===== config.mk =====
export PLATFORM = sky130hd
export DESIGN_NAME = window_3x3_rgb_filter_flat
export DESIGN_NICKNAME = d
export VERILOG_FILES = /design/src/rtl/w3f_pkg.sv /design/src/rtl/w3f_ifs.sv /design/src/rtl/window_3x3_rgb_filter.sv /design/src/flat_wrapper.sv
export SDC_FILE = /design/constraint.sdc
export NUM_CORES = 2
export LEC_CHECK = 0
export ABC_AREA = 1
export ABC_CLOCK_PERIOD_IN_PS = 74800
export BUFFER_PORTS_ARGS = -buffer_cell sky130_fd_sc_hd__buf_2
export CORE_UTILIZATION = 55
export DETAILED_ROUTE_END_ITERATION = 10
export GPL_TIMING_DRIVEN = 0
export PLACE_DENSITY = 0.82
export SLEW_MARGIN = 20
export SYNTH_ARGS = -nofsm -noshare
export SYNTH_HDL_FRONTEND = slang
export SYNTH_SLANG_ARGS = --single-unit

===== constraint.sdc =====
create_clock -name clock -period 74.8 [get_ports clock]
set_clock_uncertainty 0.05 [all_clocks]
set_input_delay 14.96 -clock clock [delete_from_list [all_inputs] [get_ports clock]]
set_output_delay 14.96 -clock clock [all_outputs]
set_load 0.05 [all_outputs]

===== src/rtl/w3f_pkg.sv =====
package w3f_pkg;

   typedef logic [23:0] pixel_type;
   typedef logic [7:0]  chan_type;
   typedef logic [2:0]  mode_type;
   typedef logic [1:0]  csr_index_type;

   typedef struct packed {
      chan_type lo;
      chan_type mid;
      chan_type hi;
   } triple_type;

   localparam mode_type MODE_PASS    = 3'd0;
   localparam mode_type MODE_GREY    = 3'd1;
   localparam mode_type MODE_GAUSS   = 3'd2;
   localparam mode_type MODE_MEDIAN  = 3'd3;
   localparam mode_type MODE_SOBEL_X = 3'd4;
   localparam mode_type MODE_SOBEL_Y = 3'd5;

   localparam csr_index_type REG_FILTER_MODE = 2'd0;
   localparam csr_index_type REG_SOBEL_X_THR = 2'd1;
   localparam csr_index_type REG_SOBEL_Y_THR = 2'd2;

   localparam chan_type SOBEL_X_THR_RESET = 8'd125;
   localparam chan_type SOBEL_Y_THR_RESET = 8'd100;

   // luma weights in thousandths
   localparam logic [9:0] GREY_COEF_B = 10'd114;
   localparam logic [9:0] GREY_COEF_R = 10'd299;
   localparam logic [9:0] GREY_COEF_G = 10'd587;

   // floor(x/1000) = (x * DIV1000_RECIP) >> DIV1000_SHIFT, exact for x < 2^18
   localparam int          DIV1000_SHIFT = 28;
   localparam logic [18:0] DIV1000_RECIP = 19'd268436;

   // floor(x/3) = (x * DIV3_RECIP) >> DIV3_SHIFT, exact for x < 1024
   localparam int         DIV3_SHIFT = 11;
   localparam logic [9:0] DIV3_RECIP = 10'd683;

   function automatic chan_type max2(input chan_type a, input chan_type b);
      return (a > b) ? a : b;
   endfunction

   function automatic chan_type min2(input chan_type a, input chan_type b);
      return (a < b) ? a : b;
   endfunction

   function automatic chan_type med3(input chan_type a, input chan_type b, input chan_type c);
      return max2(min2(a, b), min2(max2(a, b), c));
   endfunction

   function automatic triple_type sort3(input chan_type a, input chan_type b, input chan_type c);
      triple_type t;
      t.lo  = min2(min2(a, b), c);
      t.hi  = max2(max2(a, b), c);
      t.mid = med3(a, b, c);
      return t;
   endfunction

endpackage


===== src/rtl/w3f_ifs.sv =====
interface w3f_req_if;
   import w3f_pkg::*;
   logic      valid;
   logic      ready;
   pixel_type top_left;
   pixel_type top_middle;
   pixel_type top_right;
   pixel_type mid_left;
   pixel_type centre_pixel;
   pixel_type mid_right;
   pixel_type bottom_left;
   pixel_type bottom_middle;
   pixel_type bottom_right;
   logic      at_border;

   modport source (output valid, top_left, top_middle, top_right, mid_left, centre_pixel,
                   mid_right, bottom_left, bottom_middle, bottom_right, at_border,
                   input ready);
   modport sink (input valid, top_left, top_middle, top_right, mid_left, centre_pixel,
                 mid_right, bottom_left, bottom_middle, bottom_right, at_border,
                 output ready);
endinterface

interface w3f_rsp_if;
   import w3f_pkg::*;
   logic     valid;
   logic     ready;
   chan_type out_blue;
   chan_type out_green;
   chan_type out_red;

   modport source (output valid, out_blue, out_green, out_red, input ready);
   modport sink (input valid, out_blue, out_green, out_red, output ready);
endinterface

interface w3f_csr_if;
   import w3f_pkg::*;
   logic          valid;
   logic          ready;
   csr_index_type index;
   chan_type      data;

   modport source (output valid, index, data, input ready);
   modport sink (input valid, index, data, output ready);
endinterface


===== src/rtl/window_3x3_rgb_filter.sv =====
// A word accepted on req_ch passes through stage registers 1, 2, 3 and 4 and shows on rsp_ch from stage 4.
// Throughput: one word per cycle; the four register stages advance together and
// hold as a whole while the output word waits to be taken.
// Reset: synchronous, active high; clears all stage valid bits and loads the
// registers with mode 0 (pass) and thresholds 125 and 100.
module window_3x3_rgb_filter (
   input logic       clock,
   input logic       reset,
   w3f_req_if.sink   req_ch,
   w3f_rsp_if.source rsp_ch,
   w3f_csr_if.sink   csr_ch
);
   import w3f_pkg::*;

   // ------------------------------------------------------------------
   // Configuration registers
   // ------------------------------------------------------------------
   mode_type mode_ff;
   chan_type thr_x_ff;
   chan_type thr_y_ff;

   assign csr_ch.ready = 1'b1;

   always_ff @(posedge clock) begin
      if (reset) begin
         mode_ff  <= MODE_PASS;
         thr_x_ff <= SOBEL_X_THR_RESET;
         thr_y_ff <= SOBEL_Y_THR_RESET;
      end else if (csr_ch.valid) begin
         case (csr_ch.index)
            REG_FILTER_MODE: mode_ff  <= csr_ch.data[2:0];
            REG_SOBEL_X_THR: thr_x_ff <= csr_ch.data;
            REG_SOBEL_Y_THR: thr_y_ff <= csr_ch.data;
            default: ;  // drop writes beyond the register list
         endcase
      end
   end

   // ------------------------------------------------------------------
   // Pipeline control: every stage advances when the output word is free
   // or being taken this cycle.
   // ------------------------------------------------------------------
   logic adv;
   logic v1_ff, v2_ff, v3_ff, v4_ff;

   assign adv          = !v4_ff || rsp_ch.ready;
   assign req_ch.ready = adv;

   always_ff @(posedge clock) begin
      if (reset) begin
         v1_ff <= 1'b0;
         v2_ff <= 1'b0;
         v3_ff <= 1'b0;
         v4_ff <= 1'b0;
      end else if (adv) begin
         v1_ff <= req_ch.valid;
         v2_ff <= v1_ff;
         v3_ff <= v2_ff;
         v4_ff <= v3_ff;
      end
   end

   // ------------------------------------------------------------------
   // Stage 1: capture the window. The mode travels with the word.
   // ------------------------------------------------------------------
   pixel_type win_ff [9];
   logic      border1_ff;
   mode_type  mode1_ff;

   always_ff @(posedge clock) begin
      if (adv) begin
         win_ff[0]  <= req_ch.top_left;
         win_ff[1]  <= req_ch.top_middle;
         win_ff[2]  <= req_ch.top_right;
         win_ff[3]  <= req_ch.mid_left;
         win_ff[4]  <= req_ch.centre_pixel;
         win_ff[5]  <= req_ch.mid_right;
         win_ff[6]  <= req_ch.bottom_left;
         win_ff[7]  <= req_ch.bottom_middle;
         win_ff[8]  <= req_ch.bottom_right;
         border1_ff <= req_ch.at_border;
         mode1_ff   <= mode_ff;
      end
   end

   // ------------------------------------------------------------------
   // Stage 2: sort each row, gaussian sum, sobel sums, luma products.
   // Channel c sits in bits 8c+7:8c (blue, green, red).
   // ------------------------------------------------------------------
   triple_type   row_in  [3][3];   // [channel][row]
   chan_type     gauss_in [3];
   chan_type     sob_in   [3];
   logic [17:0]  prod_b_in, prod_r_in, prod_g_in;
   logic [9:0]   gsum;

   triple_type   row_ff  [3][3];
   chan_type     gauss2_ff [3];
   chan_type     sob2_ff   [3];
   logic [17:0]  prod_b_ff, prod_r_ff, prod_g_ff;
   pixel_type    centre2_ff;
   logic         border2_ff;
   mode_type     mode2_ff;

   always_comb begin
      chan_type w [9];
      for (int c = 0; c < 3; c++) begin
         for (int k = 0; k < 9; k++) begin
            w[k] = win_ff[k][8*c +: 8];
         end
         for (int r = 0; r < 3; r++) begin
            row_in[c][r] = sort3(w[3*r], w[3*r+1], w[3*r+2]);
         end
         gsum = 10'({4'd0, w[0][7:4]}) + 10'({3'd0, w[1][7:3]}) + 10'({4'd0, w[2][7:4]})
              + 10'({3'd0, w[3][7:3]}) + 10'({2'd0, w[4][7:2]}) + 10'({3'd0, w[5][7:3]})
              + 10'({4'd0, w[6][7:4]}) + 10'({3'd0, w[7][7:3]}) + 10'({4'd0, w[8][7:4]});
         gauss_in[c] = gsum[7:0];
         // modular 8-bit arithmetic gives the truncated sum directly
         if (mode1_ff == MODE_SOBEL_X) begin
            sob_in[c] = w[6] + {w[7][6:0], 1'b0} + w[8] - w[0] - {w[1][6:0], 1'b0} - w[2];
         end else begin
            sob_in[c] = w[2] + {w[5][6:0], 1'b0} + w[8] - w[0] - {w[3][6:0], 1'b0} - w[6];
         end
      end
      prod_b_in = 18'(win_ff[4][7:0])   * 18'(GREY_COEF_B);
      prod_g_in = 18'(win_ff[4][15:8])  * 18'(GREY_COEF_G);
      prod_r_in = 18'(win_ff[4][23:16]) * 18'(GREY_COEF_R);
   end

   always_ff @(posedge clock) begin
      if (adv) begin
         row_ff     <= row_in;
         gauss2_ff  <= gauss_in;
         sob2_ff    <= sob_in;
         prod_b_ff  <= prod_b_in;
         prod_r_ff  <= prod_r_in;
         prod_g_ff  <= prod_g_in;
         centre2_ff <= win_ff[4];
         border2_ff <= border1_ff;
         mode2_ff   <= mode1_ff;
      end
   end

   // ------------------------------------------------------------------
   // Stage 3: median partials, divide luma terms by 1000, sobel channel sum.
   // ------------------------------------------------------------------
   chan_type    maxlo_in [3], medmid_in [3], minhi_in [3];
   logic [36:0] qb_full, qr_full, qg_full;

   chan_type    maxlo_ff [3], medmid_ff [3], minhi_ff [3];
   chan_type    gauss3_ff [3];
   chan_type    qb_ff, qr_ff, qg_ff;
   logic [9:0]  sob_sum_ff;
   pixel_type   centre3_ff;
   logic        border3_ff;
   mode_type    mode3_ff;

   always_comb begin
      for (int c = 0; c < 3; c++) begin
         maxlo_in[c]  = max2(max2(row_ff[c][0].lo, row_ff[c][1].lo), row_ff[c][2].lo);
         medmid_in[c] = med3(row_ff[c][0].mid, row_ff[c][1].mid, row_ff[c][2].mid);
         minhi_in[c]  = min2(min2(row_ff[c][0].hi, row_ff[c][1].hi), row_ff[c][2].hi);
      end
      qb_full = 37'(prod_b_ff) * 37'(DIV1000_RECIP);
      qr_full = 37'(prod_r_ff) * 37'(DIV1000_RECIP);
      qg_full = 37'(prod_g_ff) * 37'(DIV1000_RECIP);
   end

   always_ff @(posedge clock) begin
      if (adv) begin
         maxlo_ff   <= maxlo_in;
         medmid_ff  <= medmid_in;
         minhi_ff   <= minhi_in;
         gauss3_ff  <= gauss2_ff;
         qb_ff      <= qb_full[DIV1000_SHIFT +: 8];
         qr_ff      <= qr_full[DIV1000_SHIFT +: 8];
         qg_ff      <= qg_full[DIV1000_SHIFT +: 8];
         sob_sum_ff <= 10'(sob2_ff[0]) + 10'(sob2_ff[1]) + 10'(sob2_ff[2]);
         centre3_ff <= centre2_ff;
         border3_ff <= border2_ff;
         mode3_ff   <= mode2_ff;
      end
   end

   // ------------------------------------------------------------------
   // Stage 4: finish median, luma sum and sobel average; pick the result.
   // ------------------------------------------------------------------
   chan_type    med_fin [3];
   chan_type    grey_val;
   logic [19:0] avg_full;
   chan_type    avg;
   chan_type    thr_sel;
   chan_type    sob_val;
   chan_type    res_in [3];

   chan_type    res_ff [3];
   mode_type    mode4_ff;

   always_comb begin
      for (int c = 0; c < 3; c++) begin
         med_fin[c] = med3(maxlo_ff[c], medmid_ff[c], minhi_ff[c]);
      end
      // sum of the three floored terms stays at or below 254
      grey_val = qb_ff + qr_ff + qg_ff;
      avg_full = 20'(sob_sum_ff) * 20'(DIV3_RECIP);
      avg      = avg_full[DIV3_SHIFT +: 8];
      thr_sel  = (mode3_ff == MODE_SOBEL_X) ? thr_x_ff : thr_y_ff;
      sob_val  = (avg < thr_sel) ? 8'h00 : 8'hff;

      for (int c = 0; c < 3; c++) begin
         res_in[c] = centre3_ff[8*c +: 8];
      end
      if (mode3_ff == MODE_GREY) begin
         for (int c = 0; c < 3; c++) res_in[c] = grey_val;
      end else if (!border3_ff) begin
         case (mode3_ff)
            MODE_GAUSS:   for (int c = 0; c < 3; c++) res_in[c] = gauss3_ff[c];
            MODE_MEDIAN:  for (int c = 0; c < 3; c++) res_in[c] = med_fin[c];
            MODE_SOBEL_X,
            MODE_SOBEL_Y: for (int c = 0; c < 3; c++) res_in[c] = sob_val;
            default: ;  // pass-through, including the unused codes
         endcase
      end
   end

   always_ff @(posedge clock) begin
      if (adv) begin
         res_ff   <= res_in;
         mode4_ff <= mode3_ff;
      end
   end

   assign rsp_ch.valid     = v4_ff;
   assign rsp_ch.out_blue  = res_ff[0];
   assign rsp_ch.out_green = res_ff[1];
   assign rsp_ch.out_red   = res_ff[2];

`ifndef NO_ASSERTIONS
   // nothing leaves the pipe in the cycle after reset
   a_reset_empty: assert property (@(posedge clock) reset |=> !rsp_ch.valid)
      else $error("response valid after reset");

   // a stalled output word blocks new input words
   a_stall_blocks: assert property (@(posedge clock) disable iff (reset)
      (rsp_ch.valid && !rsp_ch.ready) |-> !req_ch.ready)
      else $error("input taken while output stalled");

   // while stalled, no stage gains or loses a word
   a_stall_holds: assert property (@(posedge clock) disable iff (reset)
      !adv |=> $stable({v1_ff, v2_ff, v3_ff, v4_ff}))
      else $error("pipeline valid bits moved during stall");

   // greyscale drives all three channels with one value
   a_grey_mono: assert property (@(posedge clock) disable iff (reset)
      (rsp_ch.valid && mode4_ff == MODE_GREY) |->
         (rsp_ch.out_blue == rsp_ch.out_green && rsp_ch.out_green == rsp_ch.out_red))
      else $error("greyscale channels differ");
`endif

endmodule

===== src/flat_wrapper.sv =====
// flat-port wrapper written by rule: the top's interface ports become plain ports
module window_3x3_rgb_filter_flat import w3f_pkg::*;
  (clock, reset, req_ch_valid, req_ch_top_left, req_ch_top_middle, req_ch_top_right, req_ch_mid_left, req_ch_centre_pixel, req_ch_mid_right, req_ch_bottom_left, req_ch_bottom_middle, req_ch_bottom_right, req_ch_at_border, req_ch_ready, rsp_ch_valid, rsp_ch_out_blue, rsp_ch_out_green, rsp_ch_out_red, rsp_ch_ready, csr_ch_valid, csr_ch_index, csr_ch_data, csr_ch_ready);
  w3f_req_if req_ch_i ();
  w3f_rsp_if rsp_ch_i ();
  w3f_csr_if csr_ch_i ();
  input logic clock;
  input logic reset;
  input wire logic [$bits(req_ch_i.valid)-1:0] req_ch_valid;
  input wire logic [$bits(req_ch_i.top_left)-1:0] req_ch_top_left;
  input wire logic [$bits(req_ch_i.top_middle)-1:0] req_ch_top_middle;
  input wire logic [$bits(req_ch_i.top_right)-1:0] req_ch_top_right;
  input wire logic [$bits(req_ch_i.mid_left)-1:0] req_ch_mid_left;
  input wire logic [$bits(req_ch_i.centre_pixel)-1:0] req_ch_centre_pixel;
  input wire logic [$bits(req_ch_i.mid_right)-1:0] req_ch_mid_right;
  input wire logic [$bits(req_ch_i.bottom_left)-1:0] req_ch_bottom_left;
  input wire logic [$bits(req_ch_i.bottom_middle)-1:0] req_ch_bottom_middle;
  input wire logic [$bits(req_ch_i.bottom_right)-1:0] req_ch_bottom_right;
  input wire logic [$bits(req_ch_i.at_border)-1:0] req_ch_at_border;
  output wire logic [$bits(req_ch_i.ready)-1:0] req_ch_ready;
  output wire logic [$bits(rsp_ch_i.valid)-1:0] rsp_ch_valid;
  output wire logic [$bits(rsp_ch_i.out_blue)-1:0] rsp_ch_out_blue;
  output wire logic [$bits(rsp_ch_i.out_green)-1:0] rsp_ch_out_green;
  output wire logic [$bits(rsp_ch_i.out_red)-1:0] rsp_ch_out_red;
  input wire logic [$bits(rsp_ch_i.ready)-1:0] rsp_ch_ready;
  input wire logic [$bits(csr_ch_i.valid)-1:0] csr_ch_valid;
  input wire logic [$bits(csr_ch_i.index)-1:0] csr_ch_index;
  input wire logic [$bits(csr_ch_i.data)-1:0] csr_ch_data;
  output wire logic [$bits(csr_ch_i.ready)-1:0] csr_ch_ready;
  assign req_ch_i.valid = req_ch_valid;
  assign req_ch_i.top_left = req_ch_top_left;
  assign req_ch_i.top_middle = req_ch_top_middle;
  assign req_ch_i.top_right = req_ch_top_right;
  assign req_ch_i.mid_left = req_ch_mid_left;
  assign req_ch_i.centre_pixel = req_ch_centre_pixel;
  assign req_ch_i.mid_right = req_ch_mid_right;
  assign req_ch_i.bottom_left = req_ch_bottom_left;
  assign req_ch_i.bottom_middle = req_ch_bottom_middle;
  assign req_ch_i.bottom_right = req_ch_bottom_right;
  assign req_ch_i.at_border = req_ch_at_border;
  assign req_ch_ready = req_ch_i.ready;
  assign rsp_ch_valid = rsp_ch_i.valid;
  assign rsp_ch_out_blue = rsp_ch_i.out_blue;
  assign rsp_ch_out_green = rsp_ch_i.out_green;
  assign rsp_ch_out_red = rsp_ch_i.out_red;
  assign rsp_ch_i.ready = rsp_ch_ready;
  assign csr_ch_i.valid = csr_ch_valid;
  assign csr_ch_i.index = csr_ch_index;
  assign csr_ch_i.data = csr_ch_data;
  assign csr_ch_ready = csr_ch_i.ready;
  window_3x3_rgb_filter u_core (.clock(clock), .reset(reset), .req_ch(req_ch_i), .rsp_ch(rsp_ch_i), .csr_ch(csr_ch_i));
endmodule

# Yosys cells after proc, flatten, opt, wreduce, memory -nomap -nowiden
# Memory sizes are Yosys's and may differ from the RTL's.
# Cells that the tools add are included.
# op_classes
mux,100
mul,7
addsub,58
n_eq_ne,8
reduce_logical,7
order_cmp,91
# op_table
operator,count
8-bit 2-to-1 mux,95
8-bit less-than comparator,46
8-bit greater-than comparator,45
8-bit subtractor,18
8-bit adder,14
8-bit by 4-bit adder with 8-bit output,9
8-bit by 5-bit adder with 8-bit output,9
24-bit one-hot mux with 3 select lines,1
24-bit 2-to-1 mux,2
"17-bit by 17-bit multiplier with 34-bit output, second input constant",1
"18-bit by 17-bit multiplier with 34-bit output, second input constant",1
"14-bit by 17-bit multiplier with 31-bit output, second input constant",1
8-bit by 6-bit adder with 8-bit output,3
"10-bit by 10-bit multiplier with 19-bit output, second input constant",1
4-bit by 5-bit adder with 6-bit output,3
"8-bit by 10-bit multiplier with 18-bit output, second input constant",1
"8-bit by 9-bit multiplier with 17-bit output, second input constant",1
"8-bit by 6-bit multiplier with 14-bit output, second input constant",1
10-bit by 8-bit adder with 10-bit output,1
8-bit by 8-bit adder with 9-bit output,1
"3-bit equality test, second input constant",3
"3-bit by 2-bit equality test with 1-bit output, second input constant",2
2-bit AND reduction,3
"3-bit by 1-bit equality test with 1-bit output, second input constant",1
other kinds (7),8
# totals
elab_cells,342
memories,1
out_inout_bits,27
input_bits,232
ram_bits,216
regBits,550
# mem_list
memory,words,word_bits,rd,rd_clocked_by_memory_dff,wr,line_no,source
u_core.win_ff,9,24,9,0,9,window_3x3_rgb_filter.sv:66,pixel_type win_ff [9];

# Depth between registers and ports, before layout
# depth
depth_word,9
depth_mapped,36

# Worst setup path before layout
# No wires, ideal clock.
# synth_path
path_type,input to output
from,input rsp_ch_ready
to,output req_ch_ready
path_buffers,0
t_arrival_ns,29.559
path_stages,2
path_slack_ns,30.231
path_cell_list,nor2_1 > inv_1
# synth_via
elab_chain_len,1
# synth_lines
item,line_no,source
from (decl),flat_wrapper.sv:25,input wire logic [$bits(rsp_ch_i.ready)-1:0] rsp_ch_ready;
1-bit logical OR,window_3x3_rgb_filter.sv:46,assign adv = !v4_ff || rsp_ch.ready;
to (decl),flat_wrapper.sv:20,output wire logic [$bits(req_ch_i.ready)-1:0] req_ch_ready;
# No other way between the ends.

# Worst setup path after layout
# Ends and elaborated chain as after synthesis.

==> out/results.txt <==
Setup Crit Path Kind = in2out
GP Congestion = 0.9810
Most used DFF post-synth = edfxtp_1
Most frequent cells in the layout = nand2_1 (1,295), inv_1 (1,273), ha_1 (1,225), edfxtp_1 (736), o21ai_0 (525)
GRT Overall Usage = 28.64%
DR iter-0 viols = 4,529
Post-cts repair resize count = 0
Post-route ant nets = 0
Hold crit path type = reg2reg
Die Area = 127,200 µm²
#FFs+latches synth = 759
CP Data Arrival Time = 16,670 ps
Hold Fails Final Rpt = 0
Post-synth ARST share = 0%
Number of global-route vias before repair = 52,430
Post-DP HPWL = 149,800 µm
Die Ht = 356.7 µm
Min Tclk post-route = 31,680 ps
Final worst-path cycle share = 42.35%
Crit path capture type = output pin
Layout fillers = 10,250
CTS max path bufs = 3
Worst EP required = 59,790 ps
Reg clk slew, reported paths = 60 ps
Rel. slew slack = 25.68%
IO Port Bufs = 257
Largest cells by area after synthesis = edfxtp_1 (32%), ha_1 (22%), fa_1 (12%)
Synth Area per Inst = 9.357 µm²
Startpoint types = input pin
Residual DRC = 0
Count of flip-flops with a built-in enable after synthesis = 736
Die width = 356.7 µm
F_max = 0.03157 GHz
Syn nets = 9,269
Leading cell type in the layout, fill and taps excluded = nand2_1
Total I/O pin count = 259
CTS Sinks = 759
Max Cap Viol = 0
Vias = 53,040
Share of cells above drive strength 1 = 6.997%
Gate count after technology mapping = 7,394
CTS H-tree depth = 3
Final setup violation count = 0
Final Max Tran Viols = 0
Top-area cell type share of the netlist area = 31.94%
Initial antenna violation count = 7
Sequential area share after synthesis = 32.61%
Post-Syn Area = 69,190 µm²
Synth-to-layout area growth = 9.308%
Core ar. = 124,300 µm²
R2R Setup Slk = 68,200 ps
Worst skew pair latency = 700 ps
Setup TNS = 0 ps
Yosys top cell by area = edfxtp_1
Synth unique cells = 70
Largest net degree at the start of global routing = 121
Gr ovfl total = 0
Initial Utilization = 55.67%
Num CTS Buffers = 87
CTS tree = built
Post-CTS setup buffer count = 0
First-pass GRT wire length = 282,200 µm
Routed wire per std cell = 19.20 µm
Row count = 129
Unrepaired setup endpoints after global routing = false
Status = completed
DRT Pass-1 Iters = 8
Via/cell ratio = 5.608
Synth warn = 0
CP Max Fanout = 108
Drt total wl = 181,600 µm
Actual slew at the worst max-slew pin = 1103 ps
Nets = 9,621
Hold Buf Count CTS = 0
Root buffer selected by CTS = clkbuf_16
cell type report:
| class | count | area [µm²] | share of cell area (%) |
|---|---|---|---|
| plain buffers | 99 | 523.0 | 0.6915 |
| flip-flops and latches | 759 | 22560 | 29.83 |
| repair buffers | 263 | 1451 | 1.919 |
| well taps | 1637 | 2048 | 2.708 |
| clock inverters | 63 | 655.6 | 0.8669 |
| multi-input cells | 5256 | 41320 | 54.63 |
| diodes | 3 | 7.507 | 0.009926 |
| inverters | 1280 | 4812 | 6.363 |
| clock buffers | 98 | 2250 | 2.975 |
worst max-delay path, cell delays in order:
cell and delay (ps):
buf_2 90, nor2_1 430, inv_8 300, buf_16 340, buf_2 340
metal layers:
layer	share of wire (%)	vias up	global-route usage [%]
met5	0.012	-	0
met4	4.7	4	12.22
met3	7.7	461	5.146
met2	46	1957	47.11
met1	41	25070	37.10
li1	-	25550	-
final timing paths:
kind / from / end / cells after the start
setup / recovery: rsp_ch_ready / req_ch_ready / 5
hold / removal: u_core.gauss2_ff[14]$_DFFE_PP_ / u_core.gauss3_ff[14]$_DFFE_PP_ / 0
setup reg to reg: u_core.sob_sum_ff[7]$_DFFE_PP_ / u_core.rsp_ch.out_blue[2]$_DFFE_PP_ / 31
hold reg to reg: u_core.gauss2_ff[14]$_DFFE_PP_ / u_core.gauss3_ff[14]$_DFFE_PP_ / 0
cells in the mapped netlist (23+ instances only):
cell type and n:
dfxtp_1 23, edfxtp_1 736, xnor2_1 47, nand2_1 1295, a211oi_1 41, nand4_1 29, a31oi_1 30, clkbuf_1 57
nor2_1 426, inv_1 1274, and2_1 26, ha_1 1225, nand3_1 219, xor2_1 104, o21ai_0 525, a21oi_1 509
fa_1 418, nand3b_1 23, o21ai_1 95
cells by family after synthesis:
group           count (synthesis)  share of synthesized area (%)
mux                            11                         0.1664
xor+xnor                      151                          1.911
buf+inv                      1379                          7.700
flops                         759                          32.61
fa+ha+maj                    1643                          34.25
other cells                     1                       0.005420
compound gates               1326                          10.47
simple gates                 2124                          12.89
state kept, by name, summed over array words and instances, names as in the netlist, 10 cells and up:
name	cells
u_core.row_ff	216
u_core.win_ff	216
u_core.centre2_ff	24
u_core.centre3_ff	24
u_core.gauss2_ff	24
u_core.gauss3_ff	24
u_core.maxlo_ff	24
u_core.medmid_ff	24
u_core.minhi_ff	24
u_core.sob2_ff	24
u_core.prod_g_ff	17
u_core.prod_r_ff	16
u_core.prod_b_ff	11
u_core.sob_sum_ff	10
stage by stage:
stage                     cells  hold WS [ps]  util [%]  cell area, µm²  worst slack [ps]
after floorplan            7394         350.3         -           69190             30230
after CTS                  9455         368.1     60.83           75610             43170
after global placement     9288         351.6     58.35           72520             23100
after global routing       9455         363.8     60.85           75620             43020
after detailed placement   9294         354.5     58.50           72700             43170
final                      9458         365.0     60.85           75630             43120
Power is left out: the tool's default activity adds up to more than one toggle a clock period on the data nets, which glitch-free logic cannot reach.
